[config.mk]
export PLATFORM = sky130hd
export DESIGN_NAME = ascii_integer_parser
export DESIGN_NICKNAME = d
export VERILOG_FILES = /design/src/hw/rtl/aip_pkg.sv /design/src/hw/rtl/ascii_integer_parser.sv /design/src/hw/rtl/aip_char_decode.sv /design/src/hw/rtl/aip_parse.sv
export SDC_FILE = /design/constraint.sdc
export NUM_CORES = 2
export LEC_CHECK = 0
export ABC_AREA = 1
export BUFFER_PORTS_ARGS = -buffer_cell sky130_fd_sc_hd__buf_2
export CAP_MARGIN = 10
export CORE_MARGIN = 1.5
export CORE_UTILIZATION = 40
export DETAILED_ROUTE_END_ITERATION = 8
export HOLD_SLACK_MARGIN = 0.1
export PLACE_DENSITY = 0.66
export SETUP_SLACK_MARGIN = 0.02
export SYNTH_ARGS = -nofsm -noshare
export SYNTH_HDL_FRONTEND = slang
export SYNTH_HIERARCHICAL = 1
export SYNTH_SLANG_ARGS = --single-unit
[constraint.sdc]
create_clock -name clock -period 37.7 [get_ports clock]
set_input_delay 5.655 -clock clock [delete_from_list [all_inputs] [get_ports clock]]
set_output_delay 5.655 -clock clock [all_outputs]
set_load 0.02 [all_outputs]
[src/hw/rtl/aip_pkg.sv]
// Shared types and constants for the ASCII integer parser.
// Used by the character decoder, the parse core, the top level and the checker.
package aip_pkg;

   // Field widths of the stream words.
   localparam int CH_W        = 8;
   localparam int VALUE_W     = 64;
   localparam int COUNT_W     = 12;
   localparam int BASE_W      = 6;
   localparam int DIGIT_W     = 7;
   localparam int REQ_TDATA_W = 8;
   localparam int RSP_TDATA_W = 80;
   localparam int RSP_TUSER_W = 2;
   localparam int RSP_PAD_W   = RSP_TDATA_W - VALUE_W - COUNT_W;

   // Arithmetic width of the parsed number and the saturation point of the count.
   localparam int VALUE_BITS = 64;
   localparam logic [COUNT_W-1:0] MAX_COUNT = COUNT_W'(4095);

   // Configuration port.
   localparam int CSR_ADDR_W = 1;
   localparam int CSR_DATA_W = 6;
   localparam logic [CSR_ADDR_W-1:0] REG_NUMBER_BASE = CSR_ADDR_W'(0);
   localparam logic [CSR_ADDR_W-1:0] REG_SIGNED_MODE = CSR_ADDR_W'(1);
   localparam logic [BASE_W-1:0]     NUMBER_BASE_RST = BASE_W'(10);

   // Radix values used while resolving the base.
   localparam logic [BASE_W-1:0] BASE_AUTO = BASE_W'(0);
   localparam logic [BASE_W-1:0] BASE_OCT  = BASE_W'(8);
   localparam logic [BASE_W-1:0] BASE_DEC  = BASE_W'(10);
   localparam logic [BASE_W-1:0] BASE_HEX  = BASE_W'(16);

   // Digit value of a byte that is no letter or number.
   localparam logic [DIGIT_W-1:0] NOT_DIGIT = DIGIT_W'(64);

   // Bit positions of the result flags in rsp_tuser.
   localparam int FLAG_RANGE    = 0;
   localparam int FLAG_NODIGITS = 1;

   // Decoded class of one text byte.
   typedef struct packed {
      logic               is_space;
      logic               is_sign;
      logic               is_minus;
      logic               is_zero;
      logic               is_x;
      logic [DIGIT_W-1:0] digit;
   } char_class_type;

endpackage

[src/hw/rtl/ascii_integer_parser.sv]
// Top level of the ASCII integer parser: input stage, configuration registers,
// character decoder and parse core. Depends on aip_pkg, aip_char_decode, aip_parse.
//
// Usage:
//   The req channel carries one byte of text per word in req_tdata; req_tuser is
//   high on the first byte of a new string and drops any number still in progress.
//   Leading whitespace and one sign are skipped, the radix is taken from
//   number_base (0 detects octal, decimal or hex), and digits are accumulated.
//   The byte that ends the number (a NUL always does) yields one word on the rsp
//   channel: the value and the consumed count in rsp_tdata, the range_error and
//   no_digits flags in rsp_tuser. Bytes outside a string give no word.
//   The csr port writes number_base (index 0) and signed_mode (index 1); write it
//   only while no string is being parsed.
// Timing:
//   One byte per cycle sustained unless a result waits on rsp_tready. A byte
//   accepted into the input stage steps through the parse logic from there, and
//   its result word is registered in the result register until it is taken. The
//   per-byte loop is one 64 by 6 bit multiply-add with a limit compare on the
//   parse state.
// Reset and stall:
//   Reset empties the input stage and the result register, returns the parser to
//   idle and sets number_base to 10 and signed_mode to 1. While a result waits on
//   rsp_tready, one more byte is held in the input stage; then req_tready drops.
module ascii_integer_parser
   import aip_pkg::*;
(
   input  logic                   clock,
   input  logic                   reset,
   // Text input.
   input  logic                   req_tvalid,
   output logic                   req_tready,
   input  logic [REQ_TDATA_W-1:0] req_tdata,  // ch
   input  logic                   req_tuser,  // first
   // Parsed results.
   output logic                   rsp_tvalid,
   input  logic                   rsp_tready,
   output logic [RSP_TDATA_W-1:0] rsp_tdata,  // value[63:0], consumed[75:64], zero pad
   output logic [RSP_TUSER_W-1:0] rsp_tuser,  // range_error, no_digits
   // Configuration writes.
   input  logic                   csr_we,
   input  logic [CSR_ADDR_W-1:0]  csr_addr,
   input  logic [CSR_DATA_W-1:0]  csr_wdata
);

   logic                 stage_valid_ff, stage_valid_in;
   char_class_type       stage_char_ff;
   logic                 stage_first_ff;
   char_class_type       req_char;
   logic                 step_ready;
   logic [BASE_W-1:0]    number_base_ff;
   logic                 signed_mode_ff;

   // Classify the incoming byte before it is registered.
   aip_char_decode u_decode (
      .ch  (req_tdata[CH_W-1:0]),
      .cls (req_char)
   );

   // Input stage: takes a byte whenever it is empty or stepping this cycle.
   assign req_tready     = !stage_valid_ff || step_ready;
   assign stage_valid_in = req_tready ? req_tvalid : stage_valid_ff;

   always_ff @(posedge clock) begin
      if (reset) begin
         stage_valid_ff <= 1'b0;
      end else begin
         stage_valid_ff <= stage_valid_in;
      end
   end

   always_ff @(posedge clock) begin
      if (req_tvalid && req_tready) begin
         stage_char_ff  <= req_char;
         stage_first_ff <= req_tuser;
      end
   end

   // Configuration registers.
   always_ff @(posedge clock) begin
      if (reset) begin
         number_base_ff <= NUMBER_BASE_RST;
         signed_mode_ff <= 1'b1;
      end else if (csr_we) begin
         case (csr_addr)
            REG_NUMBER_BASE: number_base_ff <= csr_wdata[BASE_W-1:0];
            REG_SIGNED_MODE: signed_mode_ff <= csr_wdata[0];
            default: ;
         endcase
      end
   end

   aip_parse u_parse (
      .clock       (clock),
      .reset       (reset),
      .step_valid  (stage_valid_ff),
      .step_ready  (step_ready),
      .step_char   (stage_char_ff),
      .step_first  (stage_first_ff),
      .number_base (number_base_ff),
      .signed_mode (signed_mode_ff),
      .rsp_tvalid  (rsp_tvalid),
      .rsp_tready  (rsp_tready),
      .rsp_tdata   (rsp_tdata),
      .rsp_tuser   (rsp_tuser)
   );

endmodule

[src/hw/rtl/aip_char_decode.sv]
// Character classifier of the ASCII integer parser.
// Depends on aip_pkg for the class struct and the digit constants.
module aip_char_decode
   import aip_pkg::*;
(
   input  logic [CH_W-1:0] ch,
   output char_class_type  cls
);

   // Whitespace, sign, prefix characters and the digit value of letters and numbers.
   always_comb begin
      cls.is_space = (ch == 8'h20) || (ch == 8'h09) || (ch == 8'h0A) ||
                     (ch == 8'h0D) || (ch == 8'h0C) || (ch == 8'h0B);
      cls.is_sign  = (ch == 8'h2B) || (ch == 8'h2D);
      cls.is_minus = (ch == 8'h2D);
      cls.is_zero  = (ch == 8'h30);
      cls.is_x     = (ch == 8'h78) || (ch == 8'h58);
      if (ch >= 8'h30 && ch <= 8'h39) begin
         cls.digit = DIGIT_W'(ch - 8'h30);
      end else if (ch >= 8'h61 && ch <= 8'h7A) begin
         cls.digit = DIGIT_W'(ch - 8'h57);
      end else if (ch >= 8'h41 && ch <= 8'h5A) begin
         cls.digit = DIGIT_W'(ch - 8'h37);
      end else begin
         cls.digit = NOT_DIGIT;
      end
   end

endmodule

[src/hw/rtl/aip_parse.sv]
// Parse core of the ASCII integer parser: parse state, digit multiply-add
// with overflow check, and the result register. Depends on aip_pkg.
module aip_parse
   import aip_pkg::*;
(
   input  logic                   clock,
   input  logic                   reset,
   // Decoded character from the input stage.
   input  logic                   step_valid,
   output logic                   step_ready,
   input  char_class_type         step_char,
   input  logic                   step_first,
   // Configuration.
   input  logic [BASE_W-1:0]      number_base,
   input  logic                   signed_mode,
   // Result channel.
   output logic                   rsp_tvalid,
   input  logic                   rsp_tready,
   output logic [RSP_TDATA_W-1:0] rsp_tdata,  // value, consumed, zero pad
   output logic [RSP_TUSER_W-1:0] rsp_tuser   // range_error, no_digits
);

   localparam int SUM_W = VALUE_BITS + BASE_W + 1;

   localparam logic [2:0] PH_IDLE   = 3'd0;
   localparam logic [2:0] PH_SPACE  = 3'd1;
   localparam logic [2:0] PH_SIGNED = 3'd2;
   localparam logic [2:0] PH_ZERO   = 3'd3;
   localparam logic [2:0] PH_XMARK  = 3'd4;
   localparam logic [2:0] PH_DIGITS = 3'd5;

   // Parse state.
   logic [2:0]            phase_ff, phase_in;
   logic                  negative_ff, negative_in;
   logic [BASE_W-1:0]     base_ff, base_in;
   logic [VALUE_BITS-1:0] acc_ff, acc_in;
   logic                  ovf_ff, ovf_in;
   logic [COUNT_W-1:0]    count_ff, count_in;
   logic                  seen_ff, seen_in;

   // Result register.
   logic                  rsp_valid_ff, rsp_valid_in;
   logic [VALUE_W-1:0]    rsp_value_ff, rsp_value_in;
   logic                  rsp_range_ff, rsp_range_in;
   logic                  rsp_none_ff, rsp_none_in;
   logic [COUNT_W-1:0]    rsp_count_ff, rsp_count_in;

   logic                  emit;
   logic                  advance;

   // Saturating character count.
   function automatic logic [COUNT_W-1:0] count_add(input logic [COUNT_W-1:0] cnt,
                                                    input logic [1:0] n);
      logic [COUNT_W:0] t;
      t = {1'b0, cnt} + (COUNT_W + 1)'(n);
      return (t > (COUNT_W + 1)'(MAX_COUNT)) ? MAX_COUNT : t[COUNT_W-1:0];
   endfunction

   // One digit step: acc * base + digit, flagged when it passes the limit.
   function automatic logic [VALUE_BITS:0] mac(input logic [VALUE_BITS-1:0] acc,
                                               input logic [BASE_W-1:0] base,
                                               input logic [DIGIT_W-1:0] d,
                                               input logic [VALUE_BITS-1:0] lim);
      logic [SUM_W-1:0]  sum;
      logic [BASE_W-1:0] b;
      b   = (base == BASE_AUTO) ? BASE_DEC : base;
      sum = SUM_W'(acc) * SUM_W'(b) + SUM_W'(d);
      return {sum > SUM_W'(lim), sum[VALUE_BITS-1:0]};
   endfunction

   assign step_ready = !rsp_valid_ff || rsp_tready;
   assign advance    = step_valid && step_ready;

   // Next parse state and result for the character in the input stage.
   always_comb begin
      logic                  done;
      logic [VALUE_BITS-1:0] lim;
      logic [VALUE_BITS-1:0] half;
      logic [VALUE_BITS-1:0] v;
      logic [VALUE_BITS:0]   m;

      phase_in    = phase_ff;
      negative_in = negative_ff;
      base_in     = base_ff;
      acc_in      = acc_ff;
      ovf_in      = ovf_ff;
      count_in    = count_ff;
      seen_in     = seen_ff;
      emit        = 1'b0;
      done        = 1'b0;
      v           = '0;
      m           = '0;
      rsp_value_in = '0;
      rsp_range_in = 1'b0;
      rsp_none_in  = 1'b0;
      rsp_count_in = '0;

      // A first character abandons whatever was in progress.
      if (step_first) begin
         phase_in    = PH_SPACE;
         negative_in = 1'b0;
         base_in     = '0;
         acc_in      = '0;
         ovf_in      = 1'b0;
         count_in    = '0;
         seen_in     = 1'b0;
      end

      // Largest magnitude that the sign and mode allow; also the saturation value.
      half = {1'b0, {(VALUE_BITS - 1){1'b1}}};
      if (!signed_mode) begin
         lim = '1;
      end else if (negative_in) begin
         lim = half + VALUE_BITS'(1);
      end else begin
         lim = half;
      end

      // Leading whitespace, then an optional sign.
      if (phase_in == PH_SPACE) begin
         if (step_char.is_space) begin
            count_in = count_add(count_in, 2'd1);
            done     = 1'b1;
         end else begin
            phase_in = PH_SIGNED;
            if (step_char.is_sign) begin
               negative_in = step_char.is_minus;
               count_in    = count_add(count_in, 2'd1);
               done        = 1'b1;
            end
         end
      end

      // Resolve the radix; a leading zero may start a prefix.
      if (!done && phase_in == PH_SIGNED) begin
         if ((number_base == BASE_AUTO || number_base == BASE_HEX) && step_char.is_zero) begin
            base_in  = number_base;
            acc_in   = '0;
            seen_in  = 1'b1;
            count_in = count_add(count_in, 2'd1);
            phase_in = PH_ZERO;
            done     = 1'b1;
         end else begin
            base_in  = (number_base == BASE_AUTO) ? BASE_DEC : number_base;
            phase_in = PH_DIGITS;
         end
      end

      // After a leading zero: an x marks hex, otherwise octal or plain hex digits.
      if (!done && phase_in == PH_ZERO) begin
         if (step_char.is_x) begin
            phase_in = PH_XMARK;
            done     = 1'b1;
         end else begin
            base_in  = (base_in == BASE_AUTO) ? BASE_OCT : BASE_HEX;
            phase_in = PH_DIGITS;
         end
      end

      // After the x the prefix counts only if a hex digit follows.
      if (!done && phase_in == PH_XMARK) begin
         base_in = BASE_HEX;
         if (step_char.digit < DIGIT_W'(BASE_HEX)) begin
            count_in = count_add(count_in, 2'd2);
            seen_in  = 1'b1;
            if (!ovf_in) begin
               m = mac(acc_in, base_in, step_char.digit, lim);
               if (m[VALUE_BITS]) ovf_in = 1'b1;
               else acc_in = m[VALUE_BITS-1:0];
            end
            phase_in = PH_DIGITS;
         end else begin
            emit = 1'b1;
         end
         done = 1'b1;
      end

      // Digit accumulation; any other character ends the number.
      if (!done && phase_in == PH_DIGITS) begin
         if (step_char.digit < DIGIT_W'(base_in)) begin
            seen_in = 1'b1;
            if (!ovf_in) begin
               m = mac(acc_in, base_in, step_char.digit, lim);
               if (m[VALUE_BITS]) ovf_in = 1'b1;
               else acc_in = m[VALUE_BITS-1:0];
            end
            count_in = count_add(count_in, 2'd1);
         end else begin
            emit = 1'b1;
         end
         done = 1'b1;
      end

      // Idle or unknown phase: the character is dropped.
      if (!done) begin
         phase_in = PH_IDLE;
      end

      // Build the result when the number ends.
      if (emit) begin
         phase_in = PH_IDLE;
         if (!seen_in) begin
            rsp_none_in = 1'b1;
         end else begin
            if (ovf_in) v = lim;
            else if (negative_in) v = VALUE_BITS'(0) - acc_in;
            else v = acc_in;
            rsp_value_in = VALUE_W'(v);
            rsp_range_in = ovf_in;
            rsp_count_in = count_in;
         end
      end
   end

   // Result register: loads a new result or empties when taken.
   always_comb begin
      rsp_valid_in = rsp_valid_ff;
      if (advance && emit) begin
         rsp_valid_in = 1'b1;
      end else if (rsp_tready) begin
         rsp_valid_in = 1'b0;
      end
   end

   always_ff @(posedge clock) begin
      if (reset) begin
         phase_ff     <= PH_IDLE;
         negative_ff  <= 1'b0;
         base_ff      <= '0;
         acc_ff       <= '0;
         ovf_ff       <= 1'b0;
         count_ff     <= '0;
         seen_ff      <= 1'b0;
         rsp_valid_ff <= 1'b0;
      end else begin
         if (advance) begin
            phase_ff    <= phase_in;
            negative_ff <= negative_in;
            base_ff     <= base_in;
            acc_ff      <= acc_in;
            ovf_ff      <= ovf_in;
            count_ff    <= count_in;
            seen_ff     <= seen_in;
         end
         rsp_valid_ff <= rsp_valid_in;
      end
   end

   // Result payload.
   always_ff @(posedge clock) begin
      if (advance && emit) begin
         rsp_value_ff <= rsp_value_in;
         rsp_range_ff <= rsp_range_in;
         rsp_none_ff  <= rsp_none_in;
         rsp_count_ff <= rsp_count_in;
      end
   end

   assign rsp_tvalid = rsp_valid_ff;
   assign rsp_tdata  = {{RSP_PAD_W{1'b0}}, rsp_count_ff, rsp_value_ff};
   always_comb begin
      rsp_tuser                = '0;
      rsp_tuser[FLAG_RANGE]    = rsp_range_ff;
      rsp_tuser[FLAG_NODIGITS] = rsp_none_ff;
   end

endmodule

* After elaboration in Yosys (flattened, before gate mapping) *
Index checks and enable logic that the tools add are counted.

cells by class
  bitwise operators = 1
  $lt $le $gt $ge = 14
  multiplexer cells = 88
  reductions and logical operators = 34
  add/subtract/negate cells = 10
  equal/unequal tests = 17
  multipliers = 1

operators with widths
  operator                                                                number
  64-bit 2-to-1 mux                                                       15
  12-bit 2-to-1 mux                                                       14
  71-bit by 64-bit > comparator with 1-bit output                         2
  70-bit by 7-bit adder with 71-bit output                                1
  64-bit by 6-bit multiplier with 70-bit output                           1
  68-bit by 7-bit adder with 69-bit output                                1
  1-bit by 64-bit subtractor with 64-bit output, first input constant     1
  13-bit by 12-bit > comparator with 1-bit output, second input constant  4
  6-bit 2-to-1 mux                                                        8
  8-bit by 4-bit == test with 1-bit output, second input constant         5
  12-bit by 1-bit adder with 13-bit output, second input constant         3
  1-bit 2-to-1 mux                                                        37
  8-bit by 6-bit == test with 1-bit output, second input constant         4
  3-bit 2-to-1 mux                                                        10
  7-bit 2-to-1 mux                                                        3
  6-bit zero test                                                         3
  8-bit by 7-bit == test with 1-bit output, second input constant         2
  8-bit by 7-bit >= comparator with 1-bit output, second input constant   2
  8-bit by 7-bit <= comparator with 1-bit output, second input constant   2
  7-bit by 6-bit subtractor with 7-bit output, second input constant      2
  12-bit by 2-bit adder with 13-bit output, second input constant         1
  1-bit logical AND                                                       11
  1-bit logical OR                                                        10
  8-bit by 6-bit >= comparator with 1-bit output, second input constant   1
  other kinds (13)                                                        22

storage, ports and cells
  input bits = 21
  logic and storage cells = 187
  output and inout port bits = 84
  register bits after elaboration = 188

* Logic depth before layout (Yosys ltp) *
  depth in word-level cells = 24
  gate-level depth with buffers = 110
  depth with buffers taken out = 104

* By module *
Netlist, hierarchy kept.

modules (own cells, without submodules)
  module                sequential area each (µm²)  cells each  times used  area each (µm²)
  aip_parse             4124.0                      4892        1           32287.2
  aip_char_decode       0.0                         128         1           818.3
  ascii_integer_parser  550.5                       62          1           730.7

* Worst setup path after synthesis *
No wires, ideal clock.

  path kind = reg2reg
  from = register stage_first_ff
  to = register u_parse.rsp_value_ff[44] (data pin)
  path slack = 20.506 ns
  data required time = 37.430 ns
  data arrival time = 16.925 ns
  period minus slack after synthesis = 17.194 ns
  path buffers = 7
  cell stages (with the launch flop) = 76
  library setup time = 0.270 ns
  cell sequence = edfxtp_1 -> buf_6 -> buf_6 -> buf_2 -> clkbuf_1 -> clkbuf_1 -> nor2_1 -> inv_1 -> nor2_1 -> ha_1 -> nand2_1 -> inv_1 -> o21bai_1 -> a21oi_1 -> a2111oi_0 -> nand3_1 -> a21oi_1 -> o21ai_0 -> (+40 left out) -> nor3_1 -> nand2_4 -> inv_4 -> buf_6 -> nand2_1 -> nand2_2 -> ha_1 -> nand4_1 -> nor2_2 -> nand2_2 -> nor2_2 -> nand2_1 -> nand2_2 -> nand2_1 -> nand2_1 -> nand2_1 -> nand2_1 -> a21oi_1

between the ends
  cells in the longest elaborated chain, start to end = 24
  elaborated cells on any way between the ends = 81
  classes of those cells = add/sub: 3; mul: 1; order compare: 3; eq/ne: 5; mux: 58; reduce/logical: 11

ends and longest elaborated chain
  element                                                                                   line                        source
  from (decl)                                                                               ascii_integer_parser.sv:47  logic stage_first_ff;
  from (signal assigned)                                                                    ascii_integer_parser.sv:74  stage_first_ff <= req_tuser;
  branches (longest 24 deep; another with 71-bit by 64-bit > comparator with 1-bit output)  n/a
  to (signal assigned)                                                                      aip_parse.sv:252            rsp_value_ff <= rsp_value_in;
  to (decl)                                                                                 aip_parse.sv:43             logic [VALUE_W-1:0] rsp_value_ff, rsp_value_in;

Several ways; the timed one is not identified.
A chain may end at the register's enable or synchronous reset.

* Worst setup path in the final report *
  from = register stage_first_ff
  to = register u_parse.rsp_value_ff[45] (data pin)

The elaborated chain is that of the path after synthesis.

==> results.json <==
{
  "status": "completed",
  "wl_mm": 113,
  "rows": 106,
  "slew_headroom_pct": 19.2,
  "met2_usage_pct": 41.2,
  "min_delay_path_depth": 2,
  "avgViaCountPerCell": 5.32,
  "cp_max_fo": 68,
  "worstReg2RegEnd": "u_parse/rsp_value_ff[45]$_SDFFCE_PN0P_",
  "rr_startpoint": "stage_first_ff$_DFFE_PP_",
  "postCtsSetupBuffers": 0,
  "fmax_mhz": 48.2,
  "dp.cells": 6181,
  "crit_top_cell": "nand2_1",
  "cts_sinks": 188,
  "cts_max_path_buffers": 2,
  "layout.cells.most_common": "nand2_1",
  "num_vias": 33068,
  "setup_tns_ns": 0,
  "synth_area_leader_cell": "fa_1",
  "cp_num_cells": 87,
  "hold_viol": 0,
  "synthTopCellsByArea": "fa_1 15%, nand2_1 13%, ha_1 11%",
  "track_usage_pct": 26.1,
  "drc": 0,
  "final_antenna_net_count": 0,
  "min_period_over_period_pct": 55.0,
  "final.setup_skew_ns": 0.0161,
  "synth-main-ff-cell": "dfxtp_1",
  "setup_viol": 0,
  "avgSynthCellArea_um2": 6.66,
  "core_area_mm2": 0.0837,
  "crit_buf_inv": 13,
  "hold_slack_ns": 0.488,
  "clock_latency_ns": 0.46,
  "dieArea_mm2": 0.0863,
  "fin_area_mm2": 0.0358,
  "crit_arrival_ns": 20.90,
  "grt.overflow.total": 0,
  "h-tree-depth": 4,
  "cts_root_buffer": "clkbuf_16",
  "gp_congestion": 1.03,
  "fin_nets": 5644,
  "dp_hpwl_mm": 93.1,
  "slowest_delay_ns": 0.79,
  "ys_warn_count": 6,
  "reg2regPathDepth": 87,
  "drive_gt1_share_pct": 7.97,
  "pre_cts_ws_ns": 17.41,
  "synth_edf_count": 91,
  "tightest_slew_ns": 1.21,
  "setup_ws_ns": 16.95,
  "synth.area.mux_share_pct": 0,
  "synth-seq-cells": 188,
  "yosys.area_share.simple_pct": 30.8,
  "ys_async_sr_fraction_pct": 0,
  "dieHeight_um": 294,
  "grt_max_degree": 84,
  "use_met3_pct": 2.06,
  "ioPinCount": 105,
  "post_drt_wl_per_cell_um": 18.2,
  "synth_top_area_share_pct": 15.0,
  "worstHoldStart": "number_base_ff[2]$_SDFFE_PP0P_",
  "cp_data_required_time_ns": 37.85,
  "top_usage_layer": "met2",
  "grt_pass1_vias": 31626,
  "holdBufCountCts": 0,
  "cts_tree": "built",
  "area_delta_synth_final_pct": 5.66,
  "use_met1_pct": 37.7,
  "syn_inst": 5082,
  "layoutNonFillerInstCount": 6213,
  "numCtsBuffers": 17,
  "crit_path_top_delay_cell": "nand3_4",
  "fin_crit_ns": 20.75,
  "io_buffers": 100,
  "ctsResizeCount": 0,
  "antenna_found_initial": 0,
  "antenna_cells": 0,
  "power_density_mw_per_mm2": 22.3,
  "start_util_pct": 40.4,
  "cp_top_family": "simple AND/OR/NAND/NOR gates",
  "synth.distinct_cells": 72,
  "seq_area_frac_synth_pct": 13.8,
  "worst-r2r-setup-slack_ns": 16.95,
  "firstDrtPassIters": 7,
  "hp-class": "reg2reg",
  "die_w_um": 294,
  "leakage_uw": 0.0198,
  "synth_top_family_by_area": "simple AND/OR/NAND/NOR gates",
  "clkSlewWorstSetupHoldPaths_ns": 0.07,
  "synth_xor_area_share_pct": 3.91,
  "drv_slew": 0,
  "worstHoldEndpoint": "number_base_ff[2]$_SDFFE_PP0P_",
  "critPathCaptureType": "flop",
  "synth_compound_area_share_pct": 12.2,
  "layout_common_cells": "1153 x nand2_1, 879 x inv_1, 576 x nor2_1",
  "netlist_area_mm2": 0.0338,
  "drtIter0Drc": 2907,
  "synthAdderAreaFrac_pct": 26.2,
  "cp-start-kind": "flop",
  "maxCapViolations": 0,
  "crit_start": "stage_first_ff$_DFFE_PP_",
  "post_dp_cell_area_mm2": 0.0351,
  "irDropWorstVdd_v": 0.0000318,
  "criticalPathCategory": "reg2reg",
  "rsz0062_at_grt": "false",
  "grt_first_pass_wirelength_mm": 177
}
## final cells by class
class / instances / area (um^2)
Fill cell: 8979 / 47900
Multi-Input combinational cell: 3792 / 24800
Sequential cell: 188 / 4670
Inverter: 939 / 3550
Tap cell: 1134 / 1420
Timing Repair Buffer: 128 / 711
Clock buffer: 18 / 429
Clock inverter: 14 / 181
## synthesized netlist by cell type, types with 33 or more instances
library cell and n:
nand2_1 1156, inv_1 882, nor2_1 579, a21oi_1 339
ha_1 303, nand3_1 260, fa_1 254, o21ai_0 192
xor2_1 111, dfxtp_1 97, edfxtp_1 91, nand4_1 90
clkbuf_1 87, nor3_1 62, inv_2 46, a31oi_1 40
xnor2_1 40, nand2_2 33
## through the flow
stage / power [uW] / utilization (%)
2_1_floorplan: 488 / -
3_3_place_gp: 595 / 42.0
3_5_place_dp: 597 / 42.0
4_1_cts: 795 / 42.7
5_1_grt: 847 / 42.7
6_report: 796 / 42.7
## state kept, by name (all words and copies together) (netlist names), 3 cells and up
name                  flops
u_parse/acc_ff           64
u_parse/rsp_value_ff     64
stage_char_ff            12
u_parse/count_ff         12
u_parse/rsp_count_ff     12
number_base_ff            6
u_parse/base_ff           6
u_parse/phase_ff          3
## report_power, final
part	leakage [uW]	internal, uW	switching, uW
clock network	0.000292	106	88.8
registers	0.00182	222	6.25
logic	0.0177	104	268
total	0.0198	432	363
## metal layers
| layer | share of wire (%) | wire [um] |
|---|---|---|
| met5 | 0 | 0 |
| met4 | 2.8 | 3150 |
| met3 | 6.9 | 7800 |
| met2 | 44 | 49900 |
| met1 | 46 | 52500 |
## logic make-up (layout without fill, tap and decap cells)
group	after synthesis	after routing
AOI/OAI and AO/OA	726	726
xor gates and xnor gates	151	151
adders and majority gates	557	557
buffers and inverters	1105	1099
DFF	188	188
other	1	4
and+or+nand+nor	2354	2354
## worst min-delay path, stage by stage, from the launching register on
cell and delay, ns:
dfxtp_1 0.31, nor2_1 0.09, nor2_1 0.04
## worst max path at each step
stage                                             end  slack, ns
2_1_floorplan  u_parse/rsp_value_ff[44]$_SDFFCE_PN0P_      20.51
6_report       u_parse/rsp_value_ff[45]$_SDFFCE_PN0P_      16.95
3_3_place_gp   u_parse/rsp_value_ff[45]$_SDFFCE_PN0P_      17.86
3_5_place_dp   u_parse/rsp_value_ff[45]$_SDFFCE_PN0P_      17.41
5_1_grt        u_parse/rsp_value_ff[61]$_SDFFCE_PN0P_      15.32
4_1_cts        u_parse/rsp_value_ff[61]$_SDFFCE_PN0P_      17.34
Note: power is estimated with default switching activity, not from simulation.
